File: config.mk
export PLATFORM = sky130hd
export DESIGN_NAME = brace_nesting_tracker_core
export DESIGN_NICKNAME = d
export VERILOG_FILES = /design/src/sv/bnt_pkg.sv /design/src/sv/brace_nesting_tracker_core.sv
export SDC_FILE = /design/constraint.sdc
export NUM_CORES = 1
export LEC_CHECK = 0
export BUFFER_PORTS_ARGS = -buffer_cell sky130_fd_sc_hd__buf_2
export CORE_MARGIN = 8
export CORE_UTILIZATION = 55
export CTS_CLUSTER_DIAMETER = 50
export DETAILED_ROUTE_END_ITERATION = 16
export GPL_TIMING_DRIVEN = 0
export PLACE_DENSITY = 0.74
export SLEW_MARGIN = 20
export SYNTH_ARGS = -nofsm -noshare
export SYNTH_HDL_FRONTEND = slang
export SYNTH_SLANG_ARGS = --single-unit
File: constraint.sdc
create_clock -name clock -period 4.9 [get_ports clock]
set_input_delay 0.98 -clock clock [delete_from_list [all_inputs] [get_ports clock]]
set_output_delay 0.98 -clock clock [all_outputs]
set_load 0.01 [all_outputs]
File: src/sv/bnt_pkg.sv
`timescale 1ns / 1ps
// Package for the brace nesting tracker: byte codes, scan state type,
// indicator codes and the per-byte judging function. No dependencies.
package bnt_pkg;

   // Default width of the running nesting level.
   localparam int LEVEL_BITS_DEF = 16;

   // Byte codes the scanner reacts to.
   localparam logic [7:0] CH_LBRACE = 8'h7B;
   localparam logic [7:0] CH_RBRACE = 8'h7D;
   localparam logic [7:0] CH_SHARP  = 8'h23;
   localparam logic [7:0] CH_COLON  = 8'h3A;
   localparam logic [7:0] CH_BSLASH = 8'h5C;
   localparam logic [7:0] CH_DQUOTE = 8'h22;
   localparam logic [7:0] CH_SQUOTE = 8'h27;
   localparam logic [7:0] CH_SLASH  = 8'h2F;
   localparam logic [7:0] CH_STAR   = 8'h2A;
   localparam logic [7:0] CH_SPACE  = 8'h20;
   localparam logic [7:0] CH_TAB    = 8'h09;
   localparam logic [7:0] CH_CR     = 8'h0D;

   // Line delta saturation bound.
   localparam logic signed [8:0] DELTA_MAX = 9'sd255;

   // Direction indicator codes.
   typedef logic [1:0] ind_type;
   localparam ind_type IND_NONE     = 2'd0;
   localparam ind_type IND_CLOSE    = 2'd1;
   localparam ind_type IND_BALANCED = 2'd2;
   localparam ind_type IND_OPEN     = 2'd3;

   // Mode flags and per-line counters of the scanner.
   typedef struct packed {
      logic              blk;
      logic              dq;
      logic              sq;
      logic              hash;
      logic              blank;
      logic              seen;
      logic signed [8:0] delta;
   } scan_state_type;

   function automatic logic is_blank(input logic [7:0] c);
      return (c == CH_SPACE) || ((c >= CH_TAB) && (c <= CH_CR));
   endfunction

   // A quote counts unless it is escaped by a single backslash.
   function automatic logic quote_counts(input logic [7:0] p1, input logic [7:0] p2);
      return (p1 != CH_BSLASH) || (p2 == CH_BSLASH);
   endfunction

   // Judge byte c with lookahead n (n_ok low when there is none) and the two
   // previous bytes of the line p1, p2.
   function automatic scan_state_type scan_judge(input scan_state_type st,
                                                 input logic [7:0] c,
                                                 input logic n_ok,
                                                 input logic [7:0] n,
                                                 input logic [7:0] p1,
                                                 input logic [7:0] p2);
      scan_state_type r;
      logic n_star;
      logic n_slash;
      logic n_brace;
      logic q_ok;
      r       = st;
      n_star  = n_ok && (n == CH_STAR);
      n_slash = n_ok && (n == CH_SLASH);
      n_brace = n_ok && ((n == CH_LBRACE) || (n == CH_RBRACE));
      q_ok    = quote_counts(p1, p2);
      if (!st.blk && !st.hash && !st.dq && !st.sq) begin
         if ((c == CH_SLASH) && n_star) begin
            r.blk   = 1'b1;
            r.blank = 1'b0;
         end else if (st.blank && ((c == CH_SHARP) || (c == CH_COLON)) && !n_brace) begin
            r.hash  = 1'b1;
            r.blank = 1'b0;
         end else if ((c == CH_DQUOTE) && q_ok) begin
            r.dq    = 1'b1;
            r.blank = 1'b0;
         end else if ((c == CH_SQUOTE) && q_ok) begin
            r.sq    = 1'b1;
            r.blank = 1'b0;
         end else if (c == CH_LBRACE) begin
            if (st.delta < DELTA_MAX) begin
               r.delta = st.delta + 9'sd1;
            end
            r.seen  = 1'b1;
            r.blank = 1'b0;
         end else if (c == CH_RBRACE) begin
            if (st.delta > -DELTA_MAX) begin
               r.delta = st.delta - 9'sd1;
            end
            r.seen  = 1'b1;
            r.blank = 1'b0;
         end else if (!is_blank(c)) begin
            r.blank = 1'b0;
         end
      end else if (st.blk && (c == CH_STAR) && n_slash) begin
         r.blk = 1'b0;
      end else if (st.dq && (c == CH_DQUOTE) && q_ok) begin
         r.dq = 1'b0;
      end else if (st.sq && (c == CH_SQUOTE) && q_ok) begin
         r.sq = 1'b0;
      end
      return r;
   endfunction

endpackage

File: src/sv/brace_nesting_tracker_core.sv
`timescale 1ns / 1ps
// A line's result is registered in the line record stage, then in the result stage.
// Throughput: one byte per cycle unless req_stall is high; each byte is judged
// when its successor arrives, and the last byte of a line is judged with it.
// The level adder in the second stage handles one line per cycle unless stalled.
// Synchronous reset clears all scan state, the level and both stage valid flags.
// Top level of the brace nesting tracker; depends on bnt_pkg.
module brace_nesting_tracker_core
   import bnt_pkg::*;
#(
   parameter int LEVEL_BITS = LEVEL_BITS_DEF
) (
   input  logic                clock,
   input  logic                reset,
   input  logic                req_valid,
   output logic                req_stall,
   input  logic [7:0]          req_char_code,
   input  logic                req_line_end,
   output logic                rsp_valid,
   input  logic                rsp_stall,
   output logic                rsp_brace_seen,
   output logic signed [8:0]   rsp_line_delta,
   output logic signed [15:0]  rsp_nest_level,
   output ind_type             rsp_indicator,
   output logic signed [15:0]  rsp_shown_level
);

   localparam int SUM_W = ((LEVEL_BITS > 9) ? LEVEL_BITS : 9) + 1;

   // Scan state carried from beat to beat.
   scan_state_type st_ff, st_in;
   logic [7:0]     pend_ff, pend_in;
   logic           pend_valid_ff, pend_valid_in;
   logic [7:0]     back1_ff, back1_in;
   logic [7:0]     back2_ff, back2_in;

   // Line record stage and result stage.
   logic                     mid_valid_ff;
   logic                     mid_seen_ff;
   logic signed [8:0]        mid_delta_ff;
   logic signed [LEVEL_BITS-1:0] level_ff, level_in;
   logic                     out_valid_ff;
   logic                     out_seen_ff;
   logic signed [8:0]        out_delta_ff;
   logic signed [15:0]       out_nest_ff, out_nest_in;
   ind_type                  out_ind_ff, out_ind_in;
   logic signed [15:0]       out_shown_ff, out_shown_in;

   logic           out_ready;
   logic           mid_ready;
   logic           req_take;
   logic           mid_move;
   scan_state_type st_one;
   scan_state_type st_two;
   logic [7:0]     b1_mid;
   logic [7:0]     b2_mid;

   // Stall chain: the result register frees the line stage, which frees input.
   assign out_ready = !out_valid_ff || !rsp_stall;
   assign mid_ready = !mid_valid_ff || out_ready;
   assign req_stall = !mid_ready;
   assign req_take  = req_valid && mid_ready;
   assign mid_move  = mid_valid_ff && out_ready;

   // Judge the pending byte with this beat as lookahead, then on a line end
   // judge this beat with no lookahead.
   always_comb begin
      st_one = st_ff;
      b1_mid = back1_ff;
      b2_mid = back2_ff;
      if (pend_valid_ff) begin
         st_one = scan_judge(st_ff, pend_ff, 1'b1, req_char_code, back1_ff, back2_ff);
         b1_mid = pend_ff;
         b2_mid = back1_ff;
      end
      st_two = scan_judge(st_one, req_char_code, 1'b0, 8'h00, b1_mid, b2_mid);
   end

   // Next scan state.
   always_comb begin
      st_in         = st_ff;
      pend_in       = pend_ff;
      pend_valid_in = pend_valid_ff;
      back1_in      = back1_ff;
      back2_in      = back2_ff;
      if (req_take) begin
         if (!req_line_end) begin
            st_in         = st_one;
            pend_in       = req_char_code;
            pend_valid_in = 1'b1;
            back1_in      = b1_mid;
            back2_in      = b2_mid;
         end else begin
            // Quote and block comment modes carry over; the rest restarts.
            st_in         = st_two;
            st_in.hash    = 1'b0;
            st_in.blank   = 1'b1;
            st_in.seen    = 1'b0;
            st_in.delta   = '0;
            pend_in       = '0;
            pend_valid_in = 1'b0;
            back1_in      = '0;
            back2_in      = '0;
         end
      end
   end

   always_ff @(posedge clock) begin
      if (reset) begin
         st_ff         <= '{blk: 1'b0, dq: 1'b0, sq: 1'b0, hash: 1'b0,
                            blank: 1'b1, seen: 1'b0, delta: '0};
         pend_ff       <= '0;
         pend_valid_ff <= 1'b0;
         back1_ff      <= '0;
         back2_ff      <= '0;
      end else begin
         st_ff         <= st_in;
         pend_ff       <= pend_in;
         pend_valid_ff <= pend_valid_in;
         back1_ff      <= back1_in;
         back2_ff      <= back2_in;
      end
   end

   // Line record register: written when a line's last beat is taken.
   always_ff @(posedge clock) begin
      if (reset) begin
         mid_valid_ff <= 1'b0;
      end else if (mid_ready) begin
         mid_valid_ff <= req_take && req_line_end;
      end
   end

   always_ff @(posedge clock) begin
      if (req_take && req_line_end) begin
         mid_seen_ff  <= st_two.seen;
         mid_delta_ff <= st_two.delta;
      end
   end

   // Running level with saturation, and the displayed level.
   logic signed [SUM_W-1:0] lvl_sum;
   logic signed [SUM_W-1:0] lvl_hi;
   logic signed [SUM_W-1:0] lvl_lo;
   logic signed [31:0]      lvl_ext;

   always_comb begin
      lvl_hi  = SUM_W'({1'b0, {(LEVEL_BITS-1){1'b1}}});
      lvl_lo  = {{(SUM_W-LEVEL_BITS+1){1'b1}}, {(LEVEL_BITS-1){1'b0}}};
      lvl_sum = SUM_W'(level_ff) + SUM_W'(mid_delta_ff);
      if (lvl_sum > lvl_hi) begin
         level_in = lvl_hi[LEVEL_BITS-1:0];
      end else if (lvl_sum < lvl_lo) begin
         level_in = lvl_lo[LEVEL_BITS-1:0];
      end else begin
         level_in = lvl_sum[LEVEL_BITS-1:0];
      end
      lvl_ext     = 32'(level_in);
      out_nest_in = lvl_ext[15:0];
      // A negative delta leaves room below the upper limit, so no clamp here.
      if (mid_delta_ff < 9'sd0) begin
         out_shown_in = 16'(lvl_ext + 32'sd1);
      end else begin
         out_shown_in = lvl_ext[15:0];
      end
      if (!mid_seen_ff) begin
         out_ind_in = IND_NONE;
      end else if (mid_delta_ff < 9'sd0) begin
         out_ind_in = IND_CLOSE;
      end else if (mid_delta_ff == 9'sd0) begin
         out_ind_in = IND_BALANCED;
      end else begin
         out_ind_in = IND_OPEN;
      end
   end

   always_ff @(posedge clock) begin
      if (reset) begin
         level_ff     <= '0;
         out_valid_ff <= 1'b0;
      end else begin
         if (mid_move) begin
            level_ff <= level_in;
         end
         if (out_ready) begin
            out_valid_ff <= mid_valid_ff;
         end
      end
   end

   always_ff @(posedge clock) begin
      if (mid_move) begin
         out_seen_ff  <= mid_seen_ff;
         out_delta_ff <= mid_delta_ff;
         out_nest_ff  <= out_nest_in;
         out_ind_ff   <= out_ind_in;
         out_shown_ff <= out_shown_in;
      end
   end

   assign rsp_valid       = out_valid_ff;
   assign rsp_brace_seen  = out_seen_ff;
   assign rsp_line_delta  = out_delta_ff;
   assign rsp_nest_level  = out_nest_ff;
   assign rsp_indicator   = out_ind_ff;
   assign rsp_shown_level = out_shown_ff;

endmodule

==> results of run 1 <==
==> cells in the final DEF, fill, tap and decap left out, drive strengths merged, types with 11 or more instances in the layout <==
cell | synthesis | final
a21oi | 54 | 54
mux2i | 11 | 11
nor3 | 32 | 32
nand3b | 14 | 14
ha | 23 | 23
xor2 | 12 | 12
nor2 | 85 | 85
dfxtp | 58 | 58
xnor2 | 22 | 22
a211oi | 21 | 21
edfxtp | 54 | 54
a22oi | 22 | 22
and3 | 15 | 15
buf | 15 | 72
nand3 | 21 | 21
o21ai | 26 | 26
nand2 | 65 | 65
clkbuf | 28 | 36
inv | 30 | 31
==> tightest hold or removal path, cell delays in order (launching register included) <==
cell     delay, ns
dfxtp_1       0.34
nand2_1       0.06
a21oi_1       0.05
==> sequential cells by signal (all words and copies together), names as in the netlist <==
register / count
back2_ff: 8
pend_ff: 8
back1_ff: 8
rsp_line_delta: 9
rsp_indicator: 2
rsp_nest_level: 16
rsp_valid: 1
rsp_shown_level: 16
level_ff: 16
mid_seen_ff: 1
pend_valid_ff: 1
st_ff: 15
mid_delta_ff: 9
mid_valid_ff: 1
rsp_brace_seen: 1
==> worst min path at each step <==
stage | from | to | slack [ns] | depth (start not counted)
global route | st_ff[12]$_SDFFE_PP0P_ | st_ff[12]$_SDFFE_PP0P_ | 0.51 | 2
floorplan | mid_seen_ff$_DFFE_PP_ | rsp_brace_seen$_DFFE_PP_ | 0.43 | 0
finish | st_ff[12]$_SDFFE_PP0P_ | st_ff[12]$_SDFFE_PP0P_ | 0.49 | 2
CTS | st_ff[10]$_SDFFE_PP1P_ | st_ff[10]$_SDFFE_PP1P_ | 0.49 | 2
detailed placement | st_ff[12]$_SDFFE_PP0P_ | st_ff[12]$_SDFFE_PP0P_ | 0.47 | 2
global placement | mid_valid_ff$_SDFFE_PP0N_ | rsp_valid$_SDFFE_PP0P_ | 0.47 | 2
==> layer usage <==
layer | up-vias | routed length, µm | GRT usage
li1 | 3007 | - | -
met3 | 38 | 935 | 0.03144
met4 | 0 | 465 | 0.1023
met5 | - | 0 | 0
met1 | 2965 | 7991 | 0.2793
met2 | 236 | 9446 | 0.3981
==> power by group through the flow <==
stage	Combinational, µW	Clock [µW]	Sequential, µW
2_1_floorplan	277	0	1070
3_3_place_gp	378	0	1070
3_5_place_dp	390	0	1070
4_1_cts	396	772	1050
5_1_grt	448	802	1050
6_report	408	762	1050
==> final cells by class <==
| class | instances | area share |
|---|---|---|
| buffer | 40 | 0.02393 |
| clock buffer | 11 | 0.02968 |
| clock inverter | 5 | 0.008457 |
| inverter | 30 | 0.01436 |
| multi-input combinational | 590 | 0.5036 |
| sequential | 112 | 0.3549 |
| tap | 172 | 0.02745 |
| timing repair buffer | 57 | 0.03766 |
==> synth_stat cells, types with 14 or more instances <==
master,instances,share of area
o21ai_0,21,0.015
ha_1,23,0.041
a211oi_1,19,0.020
nor3_1,29,0.021
nand3b_1,14,0.015
nor2_1,83,0.044
clkbuf_1,28,0.015
a21oi_1,54,0.039
xnor2_1,21,0.026
inv_1,30,0.016
dfxtp_1,58,0.17
nand2_1,64,0.034
nand3_1,21,0.015
and3_1,15,0.013
a22oi_1,21,0.022
edfxtp_1,54,0.23
==> metrics by stage <==
| stage | instances | utilization | setup TNS [ns] | power (µW) |
|---|---|---|---|---|
| after global routing | 1017 | 0.6264 | -0.1297 | 2299 |
| after floorplan | 775 | - | 0 | 1349 |
| final | 1017 | 0.6264 | 0 | 2216 |
| after CTS | 1016 | 0.6236 | 0 | 2215 |
| after global placement | 1000 | 0.5982 | -1.580 | 1445 |
| after detailed placement | 1000 | 0.5985 | -2.063 | 1458 |
==> repair_timing <==
| action | CTS | global route |
|---|---|---|
| setup endpoints to repair | 6 | 6 |
| pin swaps | 0 | 1 |
| hold endpoints to repair | 0 | 0 |
| buffers inserted | 0 | 4 |
| gates resized for setup | 6 | 6 |
| hold buffers | 0 | 0 |
==> cell families (layout without fill, tap and decap cells) <==
family | count (synthesis) | after routing | synth area share
adder cells (fa/ha/maj) | 31 | 31 | 0.05393
buffers and inverters | 73 | 143 | 0.04357
multiplexers | 13 | 13 | 0.02071
flip-flops | 112 | 112 | 0.3971
XOR/XNOR | 34 | 34 | 0.04464
AND/OR/NAND/NOR | 308 | 308 | 0.2368
AO/OA/AOI/OAI | 204 | 204 | 0.2032
==> run metrics, run 1 <==
status=finished, final reports clean; # H-tree levels=3; Post-layout nets=877; ANT cells=0; max-cap viol count=0; initial core utilization=0.5598; synthesized area per cell=9.041 µm²; Worst VDD drop=0.1425 mV; setup slack, reg-to-reg=0.16 ns; Fin. Hold Viols=0; Setup Slack @ Placement=-0.5229 ns; crit path kind=flop to flop; DP Area=7491 µm²; First-pass DRT Iterations=5; #FFs+latches synth=112; vias in the first global route=6065; Wirelength per Cell=18.52 µm; clock buffer count from CTS=9; ys flop type=dfxtp_1; CP arrival=4.85 ns; worst skew pair latency=0.37 ns; Synth cell types=89; max incr delay on CP=0.50 ns; antenna violations before repair=0; path depth of the worst reg2reg path=16; final worst path period share=0.9680; worst-case clock buffer depth=2; number of buffers and inverters on the critical path=1; hold crit path type=flop to flop; core area=12520 µm²; GRT Util Overall=0.2301; post-synthesis sequential area ratio=0.3971; ys async rst share=0; Fmax achieved=210.8 MHz; min cycle time layout=4.743 ns; crit path from=mid_delta_ff[7]$_DFFE_PP_; Fill cells=1113; setup slack after layout=0.1569 ns; area delta synth->final=11.91%; cell count after synthesis=775; clk slew on worst S/H paths=0.08 ns; RR Endpoint=rsp_shown_level[12]$_DFFE_PP_; Vias=6246; clock sink total=112; startpoint types=flop; wirelength, routed=18840 µm; Clock Root Buffer=clkbuf_16; multi-input logic area=3949 µm²; worst path cell trace=ha_1 -> nand3_1 -> nor2_1 -> o21ai_0 -> a211o_1 -> a21o_1 -> o22ai_4 -> clkbuf_2 -> o21a_1 -> ha_1 -> nand2_1 -> a211oi_1 -> o21ai_0 -> nor2_2 -> nand4_1 -> xnor2_1; fin. max-slew vios=0; skew final=0.01242 ns; CTS tree=done; crit path to=rsp_shown_level[12]$_DFFE_PP_; Port Buffers=53; largest net degree at the start of global routing=54; Psw=635.9 µW; GRT overflow=0; Critical Path RT=5.01 ns; total stage count of the critical path=16; DRC viols=0; Final Cell Area=7841 µm²; global-route wire length before repair=30410 µm; Internal Power=1580 µW; PwrDens=282.6 nW/µm²; Routed Antenna Nets=0; EDFF count, synth=54; Sequential Area=2783 µm²; Seq pwr share=0.472; maximum fanout along the worst path=10; Crit. End Element=flop; RR Startpoint=mid_delta_ff[7]$_DFFE_PP_; cell family with most CP delay=compound AO/OA/AOI/OAI gates; Slew headroom=0.4156; Via-to-Cell Ratio=6.142; Synth warnings=0; DP Wirelength=14190 µm; DRT iter0 DRCs=557; endpoints failing setup=0; Worst Max-Slew Pin Slew=0.8699 ns; Min Hold Slack=0.4929 ns; slowest CP cell=ha_1; Die H=128.9 µm; Post-Synthesis Cell Area=7007 µm²; # rows=41; Die Footprint=16610 µm²; net count after synthesis=812; switching part of the total power=0.2870; die width=128.9 µm; share of layout cells above drive strength 1=0.1467; RePlAce Congestion=0.9654; Leakage=0.002926 µW; Ports=59; Logic pwr share=0.184; Clock power frac=0.344
(Power assumes the default switching activity.)
==> run 2, diff against run 1 <==
--- a/config.mk
+++ b/config.mk
@@ -5,6 +5,7 @@
 export SDC_FILE = /design/constraint.sdc
 export NUM_CORES = 1
 export LEC_CHECK = 0
+export ABC_AREA = 1
 export BUFFER_PORTS_ARGS = -buffer_cell sky130_fd_sc_hd__buf_2
 export CORE_MARGIN = 8
 export CORE_UTILIZATION = 55
==> run metrics, run 2 <==
cell mode on critical path=nand2_1; Fin. Hold Viols=0 (unchanged); min cycle time layout=3.833 ns (was 4.743 ns); hold crit path type=flop to flop (unchanged); DRT iter0 DRCs=419 (was 557); CTS tree=done (unchanged); wirelength, routed=18290 µm (was 18840 µm); Die H=132.2 µm (was 128.9 µm); commonest non-fill, non-tap cell in the layout=nand2_1 (was nor2_1); Crit. End Element=flop (unchanged); # rows=42 (was 41); Post-layout nets=1142 (was 877); RSZ-0062 raised after global routing=no; PwrDens=272.4 nW/µm² (was 282.6 nW/µm²); largest net degree at the start of global routing=54 (unchanged); startpoint types=flop (unchanged); RR Startpoint=mid_delta_ff[8]$_DFFE_PP_ (was mid_delta_ff[7]$_DFFE_PP_); Final TNS setup=0 ns (unchanged); core area=13240 µm² (was 12520 µm²); Min Hold Slack=0.4592 ns (was 0.4929 ns); Logic pwr share=0.194 (was 0.184); RePlAce Congestion=0.9456 (was 0.9654); synthesized area per cell=7.166 µm² (was 9.041 µm²); Leakage=0.003723 µW (was 0.002926 µW); GRT Util Overall=0.2141 (was 0.2301); CTS resizes=0 (was 6); top cells by count, synth=nand2_1, inv_1, nor2_1, nand3_1, dfxtp_1 (was nor2_1, nand2_1, dfxtp_1, a21oi_1, edfxtp_1); dpl cells=1270 (was 1000); Via-to-Cell Ratio=5.350 (was 6.142); switching part of the total power=0.3150 (was 0.2870); Post-Layout Cell Count=1286 (was 1017); worst-case clock buffer depth=2 (unchanged); status=finished, final reports clean (unchanged); area delta synth->final=10.94% (was 11.91%); fin. max-slew vios=0 (unchanged); ys async rst share=0 (unchanged); antenna violations before repair=0 (unchanged); First-pass DRT Iterations=5 (unchanged); slowest CP cell=edfxtp_1 (was ha_1); Clock Root Buffer=clkbuf_16 (unchanged); clock buffer count from CTS=9 (unchanged); worst skew pair latency=0.37 ns (about the same); global-route wire length before repair=31230 µm (was 30410 µm); synth top area cells=edfxtp_1, dfxtp_1, nand2_1, inv_1, nor2_1 (was edfxtp_1, dfxtp_1, nor2_1, ha_1, a21oi_1); Die Footprint=17490 µm² (was 16610 µm²); Post-Synthesis Cell Area=7431 µm² (was 7007 µm²); DRC viols=0 (unchanged); Port Buffers=57 (was 53); share of layout cells above drive strength 1=0.1468 (was 0.1467); net count after synthesis=1074 (was 812); Fmax achieved=260.9 MHz (was 210.8 MHz); # H-tree levels=3 (unchanged); initial core utilization=0.5611 (was 0.5598); ANT cells=0 (unchanged); worst path cell trace=ha_1 -> a21oi_1 -> o21bai_1 -> a211oi_1 -> nand2_1 -> nand2_1 -> nand2_2 -> nor2_4 -> inv_2 -> buf_6 -> nand2_1 -> ha_1 -> nand3_1 -> nor3_1 -> nand4_1 -> nand2_1 -> inv_1 (was ha_1 -> nand3_1 -> nor2_1 -> o21ai_0 -> a211o_1 -> a21o_1 -> o22ai_4 -> clkbuf_2 -> o21a_1 -> ha_1 -> nand2_1 -> a211oi_1 -> o21ai_0 -> nor2_2 -> nand4_1 -> xnor2_1); Synth cell types=52 (was 89); die width=132.2 µm (was 128.9 µm); Wirelength per Cell=14.23 µm (was 18.52 µm); vias in the first global route=6516 (was 6065); Setup Fix Bufs, Post-CTS=0 (unchanged); Synth top area share=0.2182 (was 0.2314); final worst path period share=0.7822 (was 0.9680); Synth warnings=0 (unchanged); GRT overflow=0 (unchanged); Worst VDD drop=0.1743 mV (was 0.1425 mV); Psw=707.6 µW (was 635.9 µW); largest area contributor in the netlist=edfxtp_1 (unchanged); ys flop type=dfxtp_1 (unchanged); Worst Max-Slew Pin Slew=0.9534 ns (was 0.8699 ns); crit path kind=flop to flop (unchanged); Critical Path RT=5.03 ns (was 5.01 ns); post-synthesis sequential area ratio=0.3745 (was 0.3971); skew final=0.01343 ns (was 0.01242 ns); Internal Power=1538 µW (was 1580 µW); max-cap viol count=0 (unchanged); cell count after synthesis=1037 (was 775); cts hold-fix bufs=0 (unchanged); EDFF count, synth=54 (unchanged); endpoints failing setup=0 (unchanged); cell with the most instances after synthesis=nand2_1 (was nor2_1); Seq pwr share=0.471 (was 0.472); crit path from=mid_delta_ff[8]$_DFFE_PP_ (was mid_delta_ff[7]$_DFFE_PP_); Slew headroom=0.3621 (was 0.4156); Clock power frac=0.334 (was 0.344); #FFs+latches synth=112 (unchanged); most frequent cells in the layout=nand2_1, inv_1, nor2_1, nand3_1, buf_2 (was nor2_1, nand2_1, buf_2, dfxtp_1, edfxtp_1); hold path start=st_ff[9]$_SDFFE_PP0P_ (was st_ff[12]$_SDFFE_PP0P_); clk slew on worst S/H paths=0.08 ns (about the same); Ports=59 (unchanged); Vias=6880 (was 6246); Routed Antenna Nets=0 (unchanged); clock sink total=112 (unchanged); DP Wirelength=14420 µm (was 14190 µm); max incr delay on CP=0.78 ns (was 0.50 ns); maximum fanout along the worst path=16 (was 10); CP arrival=3.97 ns (was 4.85 ns)
## run 2: layout make-up
cell class                      instances  area, µm²
Sequential cell                       112       2783
Fill cell                            1270       4999
Timing Repair Buffer                   57      285.3
Tap cell                              176      220.2
Buffer                                 26      138.9
Clock buffer                            9      225.2
Multi-Input combinational cell        765       4010
Clock inverter                          7      78.83
Inverter                              134      503.0
## run 2: cell families after synthesis
logic type	count (synthesis)	share of synthesized area
simple gates	578	0.3516
buf+inv	160	0.08587
compound gates	142	0.1216
flops	112	0.3745
fa+ha+maj	24	0.04142
xor+xnor	19	0.02239
mux	2	0.002694
## run 2: worst paths after layout
path / to / slack (ns) / depth (start not counted)
max: rsp_shown_level[12]$_DFFE_PP_ / 1.07 / 17
min: st_ff[9]$_SDFFE_PP0P_ / 0.46 / 2
max reg2reg: rsp_shown_level[12]$_DFFE_PP_ / 1.07 / 17
min reg2reg: st_ff[9]$_SDFFE_PP0P_ / 0.46 / 2
## run 2: critical path: cells and delay by family, from the launching register on
family	cells	cell delay, ns
buffers and inverters	3	0.28
and+or+nand+nor	9	1.23
DFF	1	0.78
adders and majority gates	2	0.63
AOI/OAI and AO/OA	3	0.66
## run 2: power groups by stage
stage                     Sequential (µW)  Clock (µW)  Combinational [µW]
final                                1060         751                 436
after global routing                 1060         790                 495
after CTS                            1060         757                 434
after detailed placement             1080           0                 432
after global placement               1080           0                 426
after floorplan                      1080           0                 316
## run 2: stage by stage
step,cell area [µm²],power [µW],setup WS [ns],utilization
CTS,8244,2249,1.080,0.6225
floorplan,7431,1400,1.638,-
finish,8244,2246,1.067,0.6225
detailed placement,7940,1512,1.093,0.5996
global route,8244,2348,0.7207,0.6225
global placement,7936,1507,0.7965,0.5993
## run 2: per-layer routing
metal	up-vias	GRT usage	routed length, µm
li1	3552	-	-
met1	3061	0.2635	8055
met2	230	0.3567	8517
met4	0	0.09716	510
met5	-	0	0
met3	37	0.04040	1211
